===== src/rtl/core/pl0_pkg.sv =====
`default_nettype none
package pl0_pkg;

	// Opcodes
	localparam logic [4:0] OP_LIT  = 5'd1;
	localparam logic [4:0] OP_RTN  = 5'd2;
	localparam logic [4:0] OP_LOD  = 5'd3;
	localparam logic [4:0] OP_STO  = 5'd4;
	localparam logic [4:0] OP_CAL  = 5'd5;
	localparam logic [4:0] OP_INC  = 5'd6;
	localparam logic [4:0] OP_JMP  = 5'd7;
	localparam logic [4:0] OP_JPC  = 5'd8;
	localparam logic [4:0] OP_WRT  = 5'd9;
	localparam logic [4:0] OP_RED  = 5'd10;
	localparam logic [4:0] OP_HLT  = 5'd11;
	localparam logic [4:0] OP_NEG  = 5'd12;
	localparam logic [4:0] OP_ADD  = 5'd13;
	localparam logic [4:0] OP_SUB  = 5'd14;
	localparam logic [4:0] OP_MUL  = 5'd15;
	localparam logic [4:0] OP_DIV  = 5'd16;
	localparam logic [4:0] OP_ODD  = 5'd17;
	localparam logic [4:0] OP_MOD  = 5'd18;
	localparam logic [4:0] OP_EQL  = 5'd19;
	localparam logic [4:0] OP_NEQ  = 5'd20;
	localparam logic [4:0] OP_LES  = 5'd21;
	localparam logic [4:0] OP_LEQ  = 5'd22;
	localparam logic [4:0] OP_GTR  = 5'd23;
	localparam logic [4:0] OP_GEQ  = 5'd24;

	// Status codes
	localparam logic [2:0] ST_RUN   = 3'd0;
	localparam logic [2:0] ST_HALT  = 3'd1;
	localparam logic [2:0] ST_DIVZ  = 3'd2;
	localparam logic [2:0] ST_BADOP = 3'd3;
	localparam logic [2:0] ST_STACK = 3'd4;

	// Instruction classes from the front end
	typedef enum logic [3:0] {
		CL_LIT, CL_RTN, CL_LOD, CL_STO, CL_CAL, CL_INC, CL_JMP, CL_JPC,
		CL_WRITE, CL_READ, CL_HALT, CL_ALU, CL_DIV, CL_ODD, CL_BAD
	} cls_t;

	// Execute state machine
	typedef enum logic [3:0] {
		BS_IDLE, BS_EXEC, BS_WALK, BS_WALK_RD, BS_LOD_RD, BS_CAL,
		BS_RTN_LINK, BS_RTN_RET, BS_DIV
	} bst_t;

	// One classified instruction in the queue
	typedef struct packed {
		cls_t        cls;
		logic [4:0]  op;
		logic [3:0]  tgt;
		logic [3:0]  src_a;
		logic [3:0]  src_b;
		logic [3:0]  rsel0;
		logic [3:0]  lvl;
		logic        lvl_bad;
		logic [31:0] m;
		logic [31:0] rv;
	} entry_t;

endpackage
`default_nettype wire


===== src/rtl/core/pl0_front.sv =====
`default_nettype none
module pl0_front #(
	parameter int REG_COUNT  = 16,
	parameter int LEVELS_MAX = 3
) (
	input  wire logic               clk,
	input  wire logic               arst_n,
	input  wire logic               in_valid,
	output logic                    in_stall,
	input  wire logic [4:0]         op,
	input  wire logic [3:0]         target_reg,
	input  wire logic [3:0]         l_field,
	input  wire logic signed [31:0] m_field,
	input  wire logic signed [31:0] read_value,
	output pl0_pkg::entry_t         head,
	output logic                    head_vld,
	input  wire logic               pop
);

	pl0_pkg::entry_t ent;
	pl0_pkg::entry_t q_mem [2];
	logic            wr_ptr_q;
	logic            rd_ptr_q;
	logic [1:0]      cnt_q;
	logic            push;

	// Wrap a 4-bit register index into the register count
	function automatic logic [3:0] wrap_reg(input logic [3:0] v);
		logic [4:0] r;
		r = {1'b0, v};
		for (int i = 0; i < 8; i++) begin
			if (r >= 5'(REG_COUNT)) begin
				r = r - 5'(REG_COUNT);
			end
		end
		wrap_reg = r[3:0];
	endfunction

	// Classify the incoming transaction
	always_comb begin
		ent.op      = op;
		ent.tgt     = wrap_reg(target_reg);
		ent.src_a   = wrap_reg(l_field);
		ent.src_b   = wrap_reg(m_field[3:0]);
		ent.lvl     = l_field;
		ent.lvl_bad = (l_field > 4'(LEVELS_MAX));
		ent.m       = m_field;
		ent.rv      = read_value;
		unique case (op) inside
			pl0_pkg::OP_LIT: ent.cls = pl0_pkg::CL_LIT;
			pl0_pkg::OP_RTN: ent.cls = pl0_pkg::CL_RTN;
			pl0_pkg::OP_LOD: ent.cls = pl0_pkg::CL_LOD;
			pl0_pkg::OP_STO: ent.cls = pl0_pkg::CL_STO;
			pl0_pkg::OP_CAL: ent.cls = pl0_pkg::CL_CAL;
			pl0_pkg::OP_INC: ent.cls = pl0_pkg::CL_INC;
			pl0_pkg::OP_JMP: ent.cls = pl0_pkg::CL_JMP;
			pl0_pkg::OP_JPC: ent.cls = pl0_pkg::CL_JPC;
			pl0_pkg::OP_WRT: ent.cls = pl0_pkg::CL_WRITE;
			pl0_pkg::OP_RED: ent.cls = pl0_pkg::CL_READ;
			pl0_pkg::OP_HLT: ent.cls = pl0_pkg::CL_HALT;
			pl0_pkg::OP_ODD: ent.cls = pl0_pkg::CL_ODD;
			pl0_pkg::OP_DIV, pl0_pkg::OP_MOD: ent.cls = pl0_pkg::CL_DIV;
			pl0_pkg::OP_NEG, pl0_pkg::OP_ADD, pl0_pkg::OP_SUB, pl0_pkg::OP_MUL,
			pl0_pkg::OP_EQL, pl0_pkg::OP_NEQ, pl0_pkg::OP_LES, pl0_pkg::OP_LEQ,
			pl0_pkg::OP_GTR, pl0_pkg::OP_GEQ: ent.cls = pl0_pkg::CL_ALU;
			default: ent.cls = pl0_pkg::CL_BAD;
		endcase
		// Port 0 reads the tested register or the first source
		if (ent.cls == pl0_pkg::CL_STO || ent.cls == pl0_pkg::CL_JPC ||
				ent.cls == pl0_pkg::CL_WRITE || ent.cls == pl0_pkg::CL_ODD) begin
			ent.rsel0 = ent.tgt;
		end else begin
			ent.rsel0 = ent.src_a;
		end
	end

	assign in_stall = (cnt_q == 2'd2);
	assign push     = in_valid && !in_stall;
	assign head     = q_mem[rd_ptr_q];
	assign head_vld = (cnt_q != 2'd0);

	// Store queue entries
	always_ff @(posedge clk) begin
		if (push) begin
			q_mem[wr_ptr_q] <= ent;
		end
	end

	// Advance queue pointers
	always_ff @(posedge clk or negedge arst_n) begin
		if (!arst_n) begin
			wr_ptr_q <= 1'b0;
			rd_ptr_q <= 1'b0;
			cnt_q    <= 2'd0;
		end else begin
			if (push) begin
				wr_ptr_q <= !wr_ptr_q;
			end
			if (pop) begin
				rd_ptr_q <= !rd_ptr_q;
			end
			cnt_q <= cnt_q + {1'b0, push} - {1'b0, pop};
		end
	end

endmodule
`default_nettype wire


===== config.mk =====
export PLATFORM = sky130hd
export DESIGN_NAME = pl0_front
export DESIGN_NICKNAME = d
export VERILOG_FILES = /design/src/rtl/core/pl0_pkg.sv /design/src/rtl/core/pl0_front.sv
export SDC_FILE = /design/constraint.sdc
export NUM_CORES = 1
export LEC_CHECK = 0
export BUFFER_PORTS_ARGS = -buffer_cell sky130_fd_sc_hd__buf_4
export CAP_MARGIN = 20
export CORE_MARGIN = 2
export CORE_UTILIZATION = 45
export CTS_CLUSTER_SIZE = 10
export DETAILED_ROUTE_END_ITERATION = 8
export GPL_TIMING_DRIVEN = 1
export PLACE_DENSITY = 0.73
export SLEW_MARGIN = 20
export SYNTH_ARGS = -nofsm -noshare
export SYNTH_HDL_FRONTEND = slang
export SYNTH_SLANG_ARGS = --single-unit
export TNS_END_PERCENT = 5

===== constraint.sdc =====
create_clock -name clk -period 13.2 [get_ports clk]
set_input_delay 2.64 -clock clk [delete_from_list [all_inputs] [get_ports clk]]
set_output_delay 2.64 -clock clk [all_outputs]
set_load 0.1 [all_outputs]

==> results of run 1 <==
==> worst max path at each step <==
stage	start	endpoint	slack, ns
4_1_cts	rd_ptr_q	head[65]	8.23
6_report	rd_ptr_q	head[65]	8.30
3_3_place_gp	rd_ptr_q	head[77]	8.60
2_1_floorplan	in_valid	q_mem[0][0]	6.35
5_1_grt	rd_ptr_q	head[65]	8.18
3_5_place_dp	rd_ptr_q	head[65]	8.68
==> layout make-up <==
class / instances / area (um2) / area share, %
multi-input combinational: 122 / 1270 / 14.6
clock inverter: 15 / 168 / 1.92
inverter: 3 / 11.3 / 0.129
tap: 184 / 230 / 2.63
sequential: 176 / 5270 / 60.3
clock buffer: 17 / 425 / 4.87
timing repair buffer: 180 / 1360 / 15.6
==> layout by cell type (no fill, tap or decap), types with 2 or more instances in the layout <==
master / instances
clkinv_1: 4
bufinv_16: 3
dfrtp_1: 3
clkinv_2: 2
xnor2_1: 4
ha_1: 2
mux2_2: 90
buf_4: 179
edfxtp_1: 172
or2_2: 2
inv_1: 3
o21ai_0: 3
clkbuf_16: 17
clkinv_4: 4
inv_6: 2
a22oi_1: 2
nand2b_1: 2
==> stage by stage <==
step / worst slack, ns / cells
2_1_floorplan: 6.35 / 321
5_1_grt: 8.18 / 697
3_5_place_dp: 8.68 / 665
4_1_cts: 8.23 / 697
3_3_place_gp: 8.60 / 664
6_report: 8.30 / 697
==> kinds of logic after synthesis <==
group | after synthesis | synth area share, %
DFF | 176 | 79.1
muxes | 91 | 15.4
buffers and inverters | 23 | 2.03
and+or+nand+nor | 13 | 1.15
AOI/OAI and AO/OA | 11 | 1.37
xor gates and xnor gates | 5 | 0.657
adders and majority gates | 2 | 0.376
==> metal layers <==
layer	wire length [um]	vias up	GRT usage, %
li1	-	1617	-
met1	4900	1719	18.6
met2	6300	110	26.9
met3	765	8	4.84
met4	112	0	6.14
met5	0	-	0
==> sequential cells by signal, indices dropped and copies added (netlist names) <==
| signal | cells |
|---|---|
| q_mem | 172 |
| cnt_q | 2 |
| rd_ptr_q | 1 |
| wr_ptr_q | 1 |
==> synthesized netlist by cell type, types with 2 or more instances <==
cell	instances	area, um2
dfrtp_1	4	100
xnor2_1	4	35.0
buf_4	10	75.1
ha_1	2	25.0
nand2b_1	2	12.5
o21ai_0	3	15.0
nor2_1	2	7.51
or2_2	2	12.5
a22oi_1	2	15.0
inv_1	3	11.3
mux2_2	90	1010
edfxtp_1	172	5160
buf_2	9	45.0
==> results.rst, run 1 <==
.. list-table::
   :header-rows: 1

   * - Metric
     - Value
   * - Largest fanout of any net on the critical path
     - 49
   * - Average cell area after synthesis
     - about 21 um2
   * - IO buf count
     - ~180
   * - CP Data Required Time
     - roughly 11 ns
   * - Clock-pin slew of the registers on the worst-case setup and hold paths
     - approximately 0.060 ns
   * - Worst path top cell family by delay
     - flip-flops
   * - Number of clock buffers inserted by TritonCTS
     - 17
   * - Ratio of cells with drive above 1 in the final layout
     - between 50% and 60%
   * - Number of endpoints failing setup at the final stage
     - 0
   * - Initial cell density of the core
     - 46.0%
   * - Quantity of hold-fixing buffers added after cts
     - 0
   * - Hold slack final
     - between 0.5 and 0.6 ns
   * - Placement Rows
     - 44
   * - Cells resized by post-CTS repair
     - 0
   * - Gate Count Post-Synth
     - 321
   * - Post-route fraction of the period consumed by the critical path
     - 37.2%
   * - Kind of critical path
     - register to output pin
   * - Cell area after technology mapping
     - approximately 0.0067 mm2
   * - Cell chain of the critical path
     - buf_12, mux2_2, buf_4
   * - End-of-flow core utilization
     - 60.4%
   * - CTS Root Cell
     - clkbuf_16
   * - Slowest CP cell
     - dfrtp_4
   * - Dominant synthesized flop cell
     - edfxtp_1
   * - Layout Nets
     - between 500 and 600
   * - Synth Warn #
     - 0
   * - Fillcell total
     - around 1100
   * - Die span in y
     - about 130 um
   * - Count of TritonRoute iterations in the first routing pass
     - 4
   * - Depth of the most critical reg-to-reg path
     - 3
   * - Pin count of the biggest net entering global routing
     - 50
   * - Capturing point of the worst reg2reg path
     - q_mem[1][37]
   * - Total number of vias
     - between 3000 and 4000
   * - Timing-limited maximum frequency
     - between 200 and 250 MHz
   * - Skew-Pair Late Insertion Delay
     - slightly above 0.4 ns
   * - Buffers from clock root to sink, at most
     - 2
   * - Kind of path behind the tightest hold check
     - register to register
   * - Sequential-to-total area share from yosys stat
     - 79.1%
   * - Crit path time final
     - 4.90 ns
   * - Post-route cell area
     - between 0.008 and 0.009 mm2
   * - Buf/Inv on CP
     - 2
   * - Count of max-cap constraint violations
     - 0
   * - Flip-flop and latch count after synthesis
     - roughly 180
   * - H-tree depth reported by CTS
     - 4
   * - Start of the worst register-to-register path
     - cnt_q[1]
   * - Final hold violation count
     - 0
   * - Grt ovf
     - 0
   * - Setup TNS
     - 0 ns
   * - Top-level I/O count
     - around 180
   * - Horizontal die dimension
     - 126 um
   * - Critical Path Start Type
     - register
   * - CP peak stage delay
     - around 0.86 ns
   * - DRC violation count after routing
     - 0
   * - Total wire length after detailed routing
     - 12100 um
   * - Global-route wire length before repair
     - about 19000 um
   * - Hold Crit Depth
     - 1
   * - Count of flip-flops with a built-in enable after synthesis
     - about 170
   * - Crit path capture type
     - output pin
   * - DP Wirelength
     - 7860 um
   * - Initial DRC Count
     - approximately 180
   * - Vias per std cell
     - just under 5
   * - # clock sinks
     - 176
   * - Number of global-route vias before repair
     - between 3000 and 4000
   * - Hold Path Origin
     - cnt_q[1]
   * - Slew at the pin with the worst max-slew slack
     - approximately 0.69 ns
   * - Reg2Reg Setup Slack
     - between 10 and 15 ns
   * - Post-DRT Antenna Nets
     - 0
   * - Die area
     - 0.0158 mm2
   * - Outcome
     - finished, final reports clean
   * - Antenna violations before repair
     - 0
   * - WP data arrival
     - about 2.3 ns
   * - Placeable core region
     - about 0.014 mm2
   * - Final RePlAce weighted congestion
     - between 0.7 and 0.8
   * - RSZ-0062 raised after global routing
     - no
   * - Endpoint, Worst Hold
     - cnt_q[1]
   * - Global router's overall resource usage
     - about 16%
   * - Number of different library cells in the post-synthesis netlist
     - 29
   * - Area growth from synthesis to final layout
     - 31.2%
   * - Post-synthesis net count
     - a little over 400
   * - Max-slew violation total from the final report
     - 0
   * - Number of gates on the worst path with buffers counted
     - 3
   * - Setup Fix Bufs, Post-CTS
     - 0
   * - Clk_skew
     - roughly 0.0068 ns
   * - Cell area reported after detailed placement
     - between 0.008 and 0.009 mm2
   * - Async S/R FF share, synth
     - 2.27%
   * - TritonCTS clock tree
     - yes
   * - Relative max-transition margin
     - between 50% and 60%
   * - Average wire per cell in the routed design
     - 17.3 um
   * - Antenna Cells
     - 0
Power of run 1 is not shown: default switching activity piles up to over one toggle a cycle in this logic, so the estimate is an artifact.
==> run 2, diff against run 1 <==
Settings changed: ABC_AREA set to 1.
Clock period 13.2 ns to 5 ns, I/O delays scaled along.
==> run 2 against run 1 <==
Compared with the run above: die area increased by 2.0%; first-iteration DRC count grew 19%; critical endpoint unchanged; global-route usage up 0.72 points; register-to-register slack lost 8.0 ns; cell count grew 5.3%.
==> results.rst, run 2 <==
.. list-table::
   :header-rows: 1

   * - Metric
     - Value
   * - Dominant synthesized flop cell
     - edfxtp_1
   * - Layout Nets
     - between 600 and 700
   * - Biggest area consumer among synthesized cells
     - edfxtp_1
   * - Average cell area after synthesis
     - 19.0 um2
   * - Vias per std cell
     - between 5 and 6
   * - Quantity of hold-fixing buffers added after cts
     - 0
   * - Kind of critical path
     - register to output pin
   * - Number of global-route vias before repair
     - between 3000 and 4000
   * - Leading cell types by total area after synthesis
     - edfxtp_1 76%, mux2_2 14%, dfrtp_1 1.5%
   * - Placement Rows
     - 44
   * - Initial cell density of the core
     - 46.4%
   * - DP Wirelength
     - between 8000 and 9000 um
   * - Start of the worst register-to-register path
     - cnt_q[1]
   * - H-tree depth reported by CTS
     - 4
   * - Dominant cell by count in the synthesized netlist
     - edfxtp_1
   * - Relative max-transition margin
     - 59.1%
   * - Depth of the most critical reg-to-reg path
     - 5
   * - CP Data Required Time
     - 4.00 ns
   * - Commonest cells after routing, fill and taps aside
     - 177 x buf_4, 172 x edfxtp_1, 86 x mux2_2
   * - Global router's overall resource usage
     - roughly 16%
   * - DRC violation count after routing
     - 0
   * - Timing-limited maximum frequency
     - 312 MHz
   * - Final RePlAce weighted congestion
     - roughly 0.72
   * - Largest fanout of any net on the critical path
     - 43
   * - Ratio of cells with drive above 1 in the final layout
     - a little under three fifths
   * - Die area
     - about 0.016 mm2
   * - Met1 Usage GRT
     - between 10% and 20%
   * - Gate Count Post-Synth
     - around 360
   * - Skew-Pair Late Insertion Delay
     - approximately 0.4 ns
   * - Global route hottest layer
     - met2
   * - Initial DRC Count
     - approximately 210
   * - Number of endpoints failing setup at the final stage
     - 0
   * - WP data arrival
     - 2.21 ns
   * - Share of the synthesized area in the top cell type
     - between 70 and 80%
   * - Async S/R FF share, synth
     - 2.27%
   * - Leading cell types by count after synthesis
     - 172 x edfxtp_1, 86 x mux2_2, 25 x nand2_1
   * - Most frequent standard cell in the layout excluding fill and tap cells
     - buf_4
   * - Source of the critical timing path
     - rd_ptr_q
   * - End-of-flow core utilization
     - around 61%
   * - Slew at the pin with the worst max-slew slack
     - roughly 0.6 ns
   * - Number of different library cells in the post-synthesis netlist
     - 28
   * - Crit path capture type
     - output pin
   * - Met2 track demand over resource
     - between 20 and 30%
   * - Largest register by flop count
     - q_mem
   * - Flip-flop and latch count after synthesis
     - 176
   * - Antenna violations before repair
     - 0
   * - Hold slack final
     - ~0.37 ns
   * - Cell area reported after detailed placement
     - around 0.0083 mm2
   * - Top-level I/O count
     - roughly 180
   * - Clk_skew
     - roughly 0.004 ns
   * - Antenna Cells
     - 0
   * - FF/Latch Area
     - between 0.005 and 0.006 mm2
   * - CTS Root Cell
     - clkbuf_16
   * - Clock-pin slew of the registers on the worst-case setup and hold paths
     - around 0.060 ns
   * - Total wire length after detailed routing
     - ~13000 um
   * - Cell area after technology mapping
     - approximately 0.0068 mm2
   * - Cell chain of the critical path
     - buf_12, mux2_2, buf_4
   * - Final hold violation count
     - 0
   * - Capturing point of the worst reg2reg path
     - q_mem[0][0]
   * - Fillcell total
     - between 1000 and 1500
   * - CP peak stage delay
     - 0.83 ns
   * - Count of TritonRoute iterations in the first routing pass
     - 5
   * - Average wire per cell in the routed design
     - roughly 18 um
   * - Placeable core region
     - approximately 0.015 mm2
   * - # clock sinks
     - approximately 180
   * - Area of combinational cells with multiple inputs
     - 0.00136 mm2
   * - Global-route wire length before repair
     - approximately 20000 um
   * - Max FFs per register
     - roughly 170
   * - Area growth from synthesis to final layout
     - 31.5%
   * - IO buf count
     - between 150 and 200
   * - Pin count of the biggest net entering global routing
     - between 80 and 90
   * - Count of max-cap constraint violations
     - 0
   * - Max-slew violation total from the final report
     - 0
   * - Sequential-to-total area share from yosys stat
     - 77.4%
   * - Post-route cell area
     - around 0.0089 mm2
   * - Number of clock buffers inserted by TritonCTS
     - 17
   * - Total number of vias
     - roughly 3700
   * - Critical Path Start Type
     - register
   * - Horizontal die dimension
     - approximately 130 um
   * - Synth Warn #
     - 0
   * - Count of flip-flops with a built-in enable after synthesis
     - between 150 and 200
   * - Grt ovf
     - 0
   * - Capturing instance or port of the critical path
     - head[65]
   * - Buffers from clock root to sink, at most
     - 2
   * - Crit path time final
     - about 3.2 ns
   * - Post-DRT Antenna Nets
     - 0
   * - Post-synthesis net count
     - 440
   * - Met3 GRT Util
     - about 5.4%
   * - Reg2Reg Setup Slack
     - approximately 3 ns
   * - Cells resized by post-CTS repair
     - 0
   * - Kind of path behind the tightest hold check
     - input port to async pin
   * - Die span in y
     - 127 um
   * - Outcome
     - finished, final reports clean
   * - Biggest registers after layout
     - q_mem (172), cnt_q (2)
   * - Setup Fix Bufs, Post-CTS
     - 0
   * - TritonCTS clock tree
     - yes
   * - Post-route fraction of the period consumed by the critical path
     - 64.1%
   * - RSZ-0062 raised after global routing
     - no
   * - Slowest CP cell
     - dfrtp_4
-- run 2: cell families (layout without fill, tap and decap cells) --
| kind of cell | after synthesis | count (layout) | synth area share [%] |
|---|---|---|---|
| and+or+nand+nor | 54 | 54 | 3.88 |
| muxes | 86 | 86 | 14.2 |
| xor gates and xnor gates | 4 | 4 | 0.515 |
| DFF | 176 | 176 | 77.4 |
| AOI/OAI and AO/OA | 7 | 7 | 0.773 |
| buffers and inverters | 28 | 221 | 2.78 |
| adders and majority gates | 2 | 2 | 0.368 |
-- run 2: per-stage QoR --
stage	std cells	TNS, ns	setup slack [ns]
global placement	701	0	1.93
global route	734	0	1.68
detailed placement	701	0	1.87
finish	734	0	1.79
CTS	731	0	1.42
floorplan	357	-42.30	-0.246
-- run 2: per-layer routing --
metal | vias to the layer above | share of wire (%)
li1 | 1718 | -
met1 | 1798 | 41
met2 | 133 | 50
met3 | 24 | 6.7
met4 | 0 | 2.0
met5 | - | 0
-- run 2: worst min path at each step --
stage,start,endpoint,slack (ns),depth (start not counted)
floorplan,cnt_q[0],cnt_q[0],0.52,1
global placement,cnt_q[0],cnt_q[0],0.53,1
detailed placement,cnt_q[0],cnt_q[0],0.54,1
CTS,arst_n,cnt_q[1],0.35,1
global route,arst_n,wr_ptr_q,0.35,1
finish,arst_n,cnt_q[1],0.37,1
-- run 2: worst max-delay path: cells and delay by family (launching register included) --
| family | cells | cell delay [ns] |
|---|---|---|
| flops | 1 | 0.83 |
| buf+inv | 2 | 0.54 |
| mux | 1 | 0.40 |
-- run 2: cell type report --
type / count / share of cell area, %
well taps: 184 / 2.57
inverters: 9 / 0.378
clock buffers: 18 / 4.80
multi-input cells: 153 / 15.2
repair buffers: 182 / 16.0
clock inverters: 12 / 2.13
flip-flops and latches: 176 / 58.9
Power of run 2 is left out for the same reason.
